==> src/sv/gss_pkg.sv <==
package gss_pkg;

  // Field element of GF(2^8) and the reduction polynomial x^8+x^4+x^3+x+1.
  typedef logic [7:0] gf_t;

  localparam logic [8:0] GF_POLY      = 9'h11B;
  localparam gf_t        GF_GENERATOR = 8'h03;
  localparam int         GROUP_ORDER  = 255;

  // Codes of the item kind field.
  localparam logic KIND_SPLIT   = 1'b0;
  localparam logic KIND_RECOVER = 1'b1;

  typedef gf_t inv_table_t [256];

  // Shift-and-add multiply with reduction after each shift.
  function automatic gf_t gf_mul(gf_t a, gf_t b);
    gf_t acc;
    gf_t x;
    acc = '0;
    x   = a;
    for (int i = 0; i < 8; i++) begin
      if (b[i]) begin
        acc = acc ^ x;
      end
      x = {x[6:0], 1'b0} ^ (x[7] ? GF_POLY[7:0] : 8'h00);
    end
    return acc;
  endfunction

  // Inverse table built from the powers of the generator: the inverse of
  // g^k is g^(order-k). Zero maps to zero.
  function automatic inv_table_t gen_inv_table();
    inv_table_t tab;
    gf_t        pw [GROUP_ORDER];
    gf_t        p;
    p = 8'h01;
    for (int k = 0; k < GROUP_ORDER; k++) begin
      pw[k] = p;
      p     = gf_mul(p, GF_GENERATOR);
    end
    tab[0] = 8'h00;
    for (int k = 0; k < GROUP_ORDER; k++) begin
      tab[pw[k]] = pw[(k == 0) ? 0 : (GROUP_ORDER - k)];
    end
    return tab;
  endfunction

  localparam inv_table_t INV_TABLE = gen_inv_table();

  // Stage one result: split answer done, recover operands prepared.
  typedef struct packed {
    logic kind;
    logic err;
    gf_t  split_y;
    gf_t  x1;
    gf_t  y1;
    gf_t  num;
    gf_t  inv;
  } prep_t;

  // Stage two result: recover slope formed.
  typedef struct packed {
    logic kind;
    logic err;
    gf_t  split_y;
    gf_t  x1;
    gf_t  y1;
    gf_t  slope;
  } slope_t;

endpackage

==> src/sv/gss_ifs.sv <==
interface gss_req_if;
  logic       valid;
  logic       ready;
  logic       kind;
  logic [7:0] slope_a;
  logic [7:0] secret_b;
  logic [7:0] x_first;
  logic [7:0] y_first;
  logic [7:0] x_second;
  logic [7:0] y_second;

  modport source (
    output valid, kind, slope_a, secret_b, x_first, y_first, x_second, y_second,
    input  ready
  );
  modport sink (
    input  valid, kind, slope_a, secret_b, x_first, y_first, x_second, y_second,
    output ready
  );
endinterface

interface gss_rsp_if;
  logic       valid;
  logic       ready;
  logic [7:0] result_byte;
  logic       error;

  modport source (output valid, result_byte, error, input ready);
  modport sink (input valid, result_byte, error, output ready);
endinterface

==> src/sv/gss_prep.sv <==
module gss_prep (
  input  logic           clk,
  input  logic           rst,
  gss_req_if.sink        req,
  output logic           valid,
  output gss_pkg::prep_t data,
  input  logic           ready
);

  gss_pkg::prep_t data_next;
  gss_pkg::gf_t   dx;

  assign req.ready = !valid || ready;

  always_comb begin
    dx                = req.x_first ^ req.x_second;
    data_next.kind    = req.kind;
    data_next.err     = (req.kind == gss_pkg::KIND_RECOVER) && (dx == 8'h00);
    data_next.split_y = gss_pkg::gf_mul(req.slope_a, req.x_first) ^ req.secret_b;
    data_next.x1      = req.x_first;
    data_next.y1      = req.y_first;
    data_next.num     = req.y_first ^ req.y_second;
    data_next.inv     = gss_pkg::INV_TABLE[dx];
  end

  always_ff @(posedge clk) begin
    if (rst) begin
      valid <= 1'b0;
    end else if (req.ready) begin
      valid <= req.valid;
    end
  end

  always_ff @(posedge clk) begin
    if (req.valid && req.ready) begin
      data <= data_next;
    end
  end

endmodule

==> src/sv/gss_slope.sv <==
module gss_slope (
  input  logic            clk,
  input  logic            rst,
  input  logic            in_valid,
  input  gss_pkg::prep_t  in_data,
  output logic            in_ready,
  output logic            valid,
  output gss_pkg::slope_t data,
  input  logic            ready
);

  gss_pkg::slope_t data_next;

  assign in_ready = !valid || ready;

  always_comb begin
    data_next.kind    = in_data.kind;
    data_next.err     = in_data.err;
    data_next.split_y = in_data.split_y;
    data_next.x1      = in_data.x1;
    data_next.y1      = in_data.y1;
    data_next.slope   = gss_pkg::gf_mul(in_data.num, in_data.inv);
  end

  always_ff @(posedge clk) begin
    if (rst) begin
      valid <= 1'b0;
    end else if (in_ready) begin
      valid <= in_valid;
    end
  end

  always_ff @(posedge clk) begin
    if (in_valid && in_ready) begin
      data <= data_next;
    end
  end

endmodule

==> src/sv/gss_finish.sv <==
module gss_finish (
  input  logic            clk,
  input  logic            rst,
  input  logic            in_valid,
  input  gss_pkg::slope_t in_data,
  output logic            in_ready,
  gss_rsp_if.source       rsp
);

  logic         valid;
  gss_pkg::gf_t result_byte;
  logic         error;
  gss_pkg::gf_t result_byte_next;

  assign in_ready = !valid || rsp.ready;

  // Split gives split_y, equal-x recover 0, else intercept y1-slope*x1.
  always_comb begin
    if (in_data.kind == gss_pkg::KIND_SPLIT) begin
      result_byte_next = in_data.split_y;
    end else if (in_data.err) begin
      result_byte_next = 8'h00;
    end else begin
      result_byte_next = in_data.y1 ^ gss_pkg::gf_mul(in_data.slope, in_data.x1);
    end
  end

  always_ff @(posedge clk) begin
    if (rst) begin
      valid <= 1'b0;
    end else if (in_ready) begin
      valid <= in_valid;
    end
  end

  always_ff @(posedge clk) begin
    if (in_valid && in_ready) begin
      result_byte <= result_byte_next;
      error       <= in_data.err;
    end
  end

  assign rsp.valid       = valid;
  assign rsp.result_byte = result_byte;
  assign rsp.error       = error;

endmodule

==> src/sv/gf256_secret_share_unit_core.sv <==
// A request passes the prep, slope and finish stage registers in turn.
// Throughput: one transaction per cycle, sustained, when the sink keeps up.
// Each stage holds one item and the ready chain lets stages fill bubbles.
// Reset (rst, synchronous, active high) empties all three stages; the block
// holds no other state.
module gf256_secret_share_unit_core (
  input  logic      clk,
  input  logic      rst,
  gss_req_if.sink   req,
  gss_rsp_if.source rsp
);

  // Stage one evaluates the split answer a*x + b with one field multiply,
  // and for recover forms dy = y1 ^ y2 and looks up the inverse of
  // dx = x1 ^ x2 in a constant table. An equal-x pair is flagged here.
  logic            prep_valid;
  logic            prep_ready;
  gss_pkg::prep_t  prep_data;

  // Stage two multiplies dy by the inverse to give the slope.
  logic            slope_valid;
  logic            slope_ready;
  gss_pkg::slope_t slope_data;

  gss_prep u_prep (
    .clk   (clk),
    .rst   (rst),
    .req   (req),
    .valid (prep_valid),
    .data  (prep_data),
    .ready (prep_ready)
  );

  gss_slope u_slope (
    .clk      (clk),
    .rst      (rst),
    .in_valid (prep_valid),
    .in_data  (prep_data),
    .in_ready (prep_ready),
    .valid    (slope_valid),
    .data     (slope_data),
    .ready    (slope_ready)
  );

  // Stage three forms the intercept y1 ^ slope*x1, picks the answer by kind
  // and holds it in the output register until the sink takes it.
  gss_finish u_finish (
    .clk      (clk),
    .rst      (rst),
    .in_valid (slope_valid),
    .in_data  (slope_data),
    .in_ready (slope_ready),
    .rsp      (rsp)
  );

endmodule

==> src/flat_wrapper.sv <==
// flat-port wrapper written by rule: the top's interface ports become plain ports
module gf256_secret_share_unit_core_flat 
  (clk, rst, req_valid, req_kind, req_slope_a, req_secret_b, req_x_first, req_y_first, req_x_second, req_y_second, req_ready, rsp_valid, rsp_result_byte, rsp_error, rsp_ready);
  gss_req_if req_i ();
  gss_rsp_if rsp_i ();
  input  logic clk;
  input  logic rst;
  input wire logic [$bits(req_i.valid)-1:0] req_valid;
  input wire logic [$bits(req_i.kind)-1:0] req_kind;
  input wire logic [$bits(req_i.slope_a)-1:0] req_slope_a;
  input wire logic [$bits(req_i.secret_b)-1:0] req_secret_b;
  input wire logic [$bits(req_i.x_first)-1:0] req_x_first;
  input wire logic [$bits(req_i.y_first)-1:0] req_y_first;
  input wire logic [$bits(req_i.x_second)-1:0] req_x_second;
  input wire logic [$bits(req_i.y_second)-1:0] req_y_second;
  output wire logic [$bits(req_i.ready)-1:0] req_ready;
  output wire logic [$bits(rsp_i.valid)-1:0] rsp_valid;
  output wire logic [$bits(rsp_i.result_byte)-1:0] rsp_result_byte;
  output wire logic [$bits(rsp_i.error)-1:0] rsp_error;
  input wire logic [$bits(rsp_i.ready)-1:0] rsp_ready;
  assign req_i.valid = req_valid;
  assign req_i.kind = req_kind;
  assign req_i.slope_a = req_slope_a;
  assign req_i.secret_b = req_secret_b;
  assign req_i.x_first = req_x_first;
  assign req_i.y_first = req_y_first;
  assign req_i.x_second = req_x_second;
  assign req_i.y_second = req_y_second;
  assign req_ready = req_i.ready;
  assign rsp_valid = rsp_i.valid;
  assign rsp_result_byte = rsp_i.result_byte;
  assign rsp_error = rsp_i.error;
  assign rsp_i.ready = rsp_ready;
  gf256_secret_share_unit_core u_core (.clk(clk), .rst(rst), .req(req_i), .rsp(rsp_i));
endmodule
==> config.mk <==
export PLATFORM = sky130hd
export DESIGN_NAME = gf256_secret_share_unit_core_flat
export DESIGN_NICKNAME = d
export VERILOG_FILES = /design/src/sv/gss_pkg.sv /design/src/sv/gss_ifs.sv /design/src/sv/gss_prep.sv /design/src/sv/gss_slope.sv /design/src/sv/gss_finish.sv /design/src/sv/gf256_secret_share_unit_core.sv /design/src/flat_wrapper.sv
export SDC_FILE = /design/constraint.sdc
export NUM_CORES = 1
export LEC_CHECK = 0
export ABC_AREA = 1
export BUFFER_PORTS_ARGS = -buffer_cell sky130_fd_sc_hd__clkbuf_2
export CAP_MARGIN = 0
export CORE_ASPECT_RATIO = 0.7
export CORE_MARGIN = 3
export CORE_UTILIZATION = 45
export DETAILED_ROUTE_END_ITERATION = 7
export PLACE_DENSITY = 0.71
export SYNTH_ARGS = -nofsm -noshare
export SYNTH_HDL_FRONTEND = slang
export SYNTH_SLANG_ARGS = --single-unit
==> constraint.sdc <==
create_clock -name clk -period 3.8 [get_ports clk]
set_input_delay 0.19 -clock clk [delete_from_list [all_inputs] [get_ports clk]]
set_output_delay 0.19 -clock clk [all_outputs]
set_load 0.005 [all_outputs]
### Yosys cells after proc, flatten, opt, wreduce, memory -nomap -nowiden

Memories as Yosys holds them, arrays and structs flattened. A register that Yosys moved wholly into a read port is not among the register bits.
Cells that the tools add are included.

| word-level totals | value |
|---|---|
| bits in registers | 80 |
| latch bits | 0 |
| memory bits (writable) | 0 |
| ROM bits | 2,048 |
| output and inout bits | 11 |
| logic and storage cells | 139 |
| memories | 1 |

Memories:

| name | words | bits a word | rd ports | clocked after Yosys merged registers in | write ports | RTL line | source |
|---|---|---|---|---|---|---|---|
| (no name shown) | 256 | 8 | 1 | 1 | 0 | gss_prep.sv:23 | `data_next.inv = gss_pkg::INV_TABLE[dx];` |

| cells by class | value |
|---|---|
| add/subtract/negate cells | 0 |
| multipliers | 0 |
| div/mod/pow operators | 0 |
| order comparisons | 0 |
| equality and inequality tests | 0 |
| shift operators | 0 |
| mux-type cells | 63 |
| bitwise gates (word level) | 47 |
| reduce and logical (&&, ||, !) cells | 11 |

Operator list:

| kind | number |
|---|---|
| 8-bit 2-to-1 mux | 42 |
| 8-bit bitwise XOR | 25 |
| 8-bit by 5-bit bitwise XOR with 8-bit output | 21 |
| 5-bit 2-to-1 mux | 21 |
| 8-bit inverter with 9-bit output | 1 |
| 8-bit zero test | 1 |
| 1-bit logical AND | 4 |
| 1-bit zero test | 3 |
| 1-bit logical OR | 3 |

### Longest topological paths before layout

| depth | value |
|---|---|
| depth in word-level cells | 34 |
| mapped depth | 18 |
| mapped depth without buffers | 17 |

### Hierarchy

From an unflattened synthesis, not the netlist that was laid out.

| second synthesis, totals | value |
|---|---|
| cells, all modules | 1,822 |
| area total of the unflattened synthesis | 11,124.4 um^2 |

Modules (own cells, without submodules):

| module | instances | cells each | area an instance (um^2) |
|---|---|---|---|
| gss_prep | 1 | 1,084 | 6,237.2 |
| gss_slope | 1 | 370 | 2,758.9 |
| gss_finish | 1 | 368 | 2,128.3 |

### Worst setup path before layout

OpenSTA, ideal clock, no wires.

| timing | value |
|---|---|
| kind | input to register |
| from | input port req_x_first[0] |
| to | register u_core.u_prep.data[3] (netlist name) |
| setup time | 264 ps |
| arrival time | 2,194 ps |
| slack | 1,343 ps |
| stages on the path | 13 |
| buffers on the path | 1 |
| path through | buf_2 xor2_1 ha_1 inv_1 nand2_1 nand2_1 inv_1 nand2_1 o21ai_0 o211ai_1 nand3_1 nand3_1 nand2_1 |

| on the way | value |
|---|---|
| word-level cells in the longest chain between the ends | 2 |

Ends and longest elaborated chain:

| element | RTL line | source |
|---|---|---|
| start: declaration | flat_wrapper.sv:12 | `input wire logic [$bits(req_i.x_first)-1:0] req_x_first;` |
| 8-bit bitwise XOR | gss_prep.sv:16 | `dx = req.x_first ^ req.x_second;` |
| 8-bit inverter with 9-bit output (not written as such) | gss_prep.sv:23 |  |

No other way between the ends.
A chain may end at the register's enable or synchronous reset.

### Worst setup path in the final report

| timing | value |
|---|---|
| from | input port req_x_first[1] |
| to | register u_core.u_prep.data[3] (netlist name) |

| on the way | value |
|---|---|
| word-level cells in the longest chain between the ends | 2 |

Ends and longest elaborated chain:

| element | RTL line |
|---|---|
| 8-bit bitwise XOR | gss_prep.sv:16 |
| 8-bit inverter with 9-bit output (not written as such) | gss_prep.sv:23 |

No other way between the ends.

==> summary.txt <==
Clock network
  • CTS tree: done
  • Post-CTS Hold Buffers: 0
  • Clock Sinks: 88
  • Num CTS Buffers: 9
  • Setup Buffers After CTS: 0
  • CTS max path bufs: 2
  • H-tree depth: 3
  • Root Driver: clkbuf_16
  • # resized after CTS: 0
  • Reg clk slew, reported paths: 0.07 ns
  • Clk_lat worst skew: 0.35 ns

Hold path
  • Tightest Hold Check Type: primary input to flop

Floorplan
  • DIE WIDTH: 181 um
  • Die Area: 23200 um^2
  • Cell Rows: 44
  • Die Y: 128 um
  • Num ports: 64
  • Initial Utilization: 46.1%
  • Core box area: 20900 um^2

Place
  • Place WS: 0.670 ns
  • Number of port buffers: 63
  • Dpl hpwl: 27700 um
  • Gpl congestion: 1.11

Final layout
  • Area added between synthesis and finish: 7.69%
  • Fill cell total of the finished layout: 2112
  • Nets@finish: 1509
  • Share of layout cells above drive strength 1: 10.4%
  • Most frequent cells in the layout: 449 x nand2_1, 150 x nand3_1, 127 x inv_1
  • Commonest non-fill, non-tap cell in the layout: nand2_1

GRT
  • Maximum number of pins on one net before global-route repair: 59
  • Antenna violations before repair: 0
  • GRT overflow: 0
  • Global-route wire length before repair: 54500 um
  • Number of global-route vias before repair: 9244
  • Total GRT Usage: 30.7%

STA
  • Slew @ Worst Pin: 1.08 ns
  • Fin Clk Skew: 0.00942 ns
  • Final setup vio count: 0
  • Post-route setup TNS: 0 ns
  • Slew headroom: 28.1%
  • Tmin final: 2.97 ns
  • Max-slew violations: 0
  • Fmax achieved: 336 MHz
  • Period utilization: 78.3%
  • Unrepaired setup endpoints after global routing: false
  • Hold Vio Cnt, Final: 0
  • Worst setup margin: 0.825 ns

Critical path
  • Worst Setup End Kind: flop
  • WS Path Type: primary input to flop
  • CP required: 3.89 ns
  • Crit start category: primary input
  • Crit path max fanout: 11
  • Critical path arrival: 3.07 ns

Route
  • Vias per cell: 5.77
  • WL per Instance: 20.8 um
  • Post-route ant nets: 0
  • Routed via count: 9948
  • Violation count after the first detailed-route iteration: 1476
  • Drt first pass iters: 7
  • Total length of routed wires: 35800 um
  • DR DRC count: 0

Synth
  • Post-synth EDFFs: 85
  • Synthesized area: 9610 um^2
  • Synth area leaders: edfxtp_1 27%, nand2_1 18%, xor2_1 10%
  • Post-Synthesis Cells: 1412
  • Top-area cell type share of the netlist area: 26.6%
  • Syn Area/Cell: 6.81 um^2
  • Post-synthesis sequential area ratio: 27.2%
  • Seq cells post-synth: 88
  • Mapped Nets: 1480
  • Async SR Flop Fraction: 0%
  • Synth warnings: 0
  • Main flop type after synthesis: edfxtp_1
  • Synth cell types: 54
  • Area leader, netlist: edfxtp_1

Pwr
  • Pwr Density: 508 nW/um^2
  • Pwr Total: 0.00526 W
  • Maximum VDD drop: 0.242 mV
  • Pleak: 4.88 nW

Run
  • Max Cap Viol: 0

Run status
  • Status: complete, no violations
## power breakdown
| part | switching, W | internal (W) |
|---|---|---|
| clock network | 0.000426 | 0.000457 |
| logic | 0.00198 | 0.00101 |
| registers | 0.000131 | 0.00126 |
| total | 0.00253 | 0.00272 |
## worst max-delay path: stages
cell      delay (ns)
clkbuf_2        0.27
xor2_2          0.42
ha_1            0.33
inv_1           0.15
nand2_1         0.33
nand2_1         0.27
inv_1           0.12
nand2_1         0.18
o21ai_0         0.26
o211ai_1        0.25
nand3_1         0.10
nand3_1         0.12
nand2_1         0.07
## metal layers
layer | up-vias | global-route usage (%) | wire length (um)
met5 | - | 0 | 0
met4 | 0 | 8.75 | 996
met3 | 99 | 11.3 | 4880
met2 | 632 | 41.9 | 13900
met1 | 4583 | 45.0 | 16100
li1 | 4634 | - | -
## cells in the mapped netlist, types with 2 or more instances
| cell type | instances |
|---|---|
| buf_4 | 12 |
| nand3b_1 | 7 |
| nor2_2 | 4 |
| inv_2 | 9 |
| o311ai_1 | 2 |
| nor2_1 | 107 |
| o221ai_1 | 5 |
| nand4_1 | 10 |
| o21ai_0 | 56 |
| inv_1 | 128 |
| o211ai_2 | 2 |
| xor2_1 | 113 |
| o22ai_1 | 5 |
| buf_6 | 3 |
| buf_2 | 26 |
| nor3_1 | 3 |
| a211oi_1 | 2 |
| o2111ai_1 | 3 |
| dfxtp_1 | 3 |
| xor2_2 | 3 |
| ha_1 | 15 |
| a21oi_1 | 35 |
| clkbuf_1 | 16 |
| o21ai_2 | 2 |
| nand2_2 | 15 |
| or2_1 | 4 |
| xnor2_2 | 6 |
| clkinv_1 | 3 |
| nand2_4 | 3 |
| xnor2_1 | 62 |
| a31oi_1 | 13 |
| o21ai_1 | 12 |
| o211ai_1 | 20 |
| nand3_1 | 150 |
| edfxtp_1 | 85 |
| a32oi_1 | 2 |
| nand2_1 | 449 |
## sequential cells by signal, summed over array words and instances (netlist names)
register and count:
u_core.u_slope.valid 1, u_core.u_finish.rsp.error 1, u_core.u_slope.data 34, u_core.u_prep.data 42
u_core.u_finish.rsp.result_byte 8, u_core.u_prep.valid 1, u_core.u_finish.rsp.valid 1
## area by class of cell
class	instances	area (um^2)	share of cell area, %
flip-flops and latches	88	2610	25.2
repair buffers	77	433	4.18
inverters	141	532	5.14
clock buffers	9	225	2.18
diodes	1	2.50	0.0242
clock inverters	7	60.1	0.580
multi-input cells	1124	6140	59.3
well taps	276	345	3.34
## metrics by stage
step	util [%]	cell area, um^2	instances	hold WS, ns
6_report	49.6	10400	1723	0.0302
5_1_grt	49.6	10300	1722	0.0299
4_1_cts	49.6	10300	1722	0.0157
3_5_place_dp	48.2	10100	1706	0.395
3_3_place_gp	48.2	10100	1706	0.389
2_1_floorplan	-	9610	1412	0.259
## path summary, 6_finish.rpt
kind | startpoint | to | slack (ns) | cells past startpoint
hold reg to reg | u_core.u_prep.data[21] | u_core.u_slope.data[13] | 0.42 | 0
hold / removal | rst | u_core.u_prep.valid | 0.03 | 2
setup / recovery | req_x_first[1] | u_core.u_prep.data[3] | 0.83 | 13
setup reg to reg | u_core.u_slope.data[6] | u_core.u_finish.rsp.result_byte[3] | 1.33 | 11
## cell families after synthesis
| logic type | Yosys count | synth area share [%] |
|---|---|---|
| buf+inv | 200 | 9.16 |
| simple gates | 756 | 33.1 |
| fa+ha+maj | 15 | 1.95 |
| mux | 1 | 0.104 |
| flops | 88 | 27.2 |
| compound gates | 166 | 10.5 |
| xor+xnor | 186 | 18.0 |
Power figures use the tool's default switching activity.
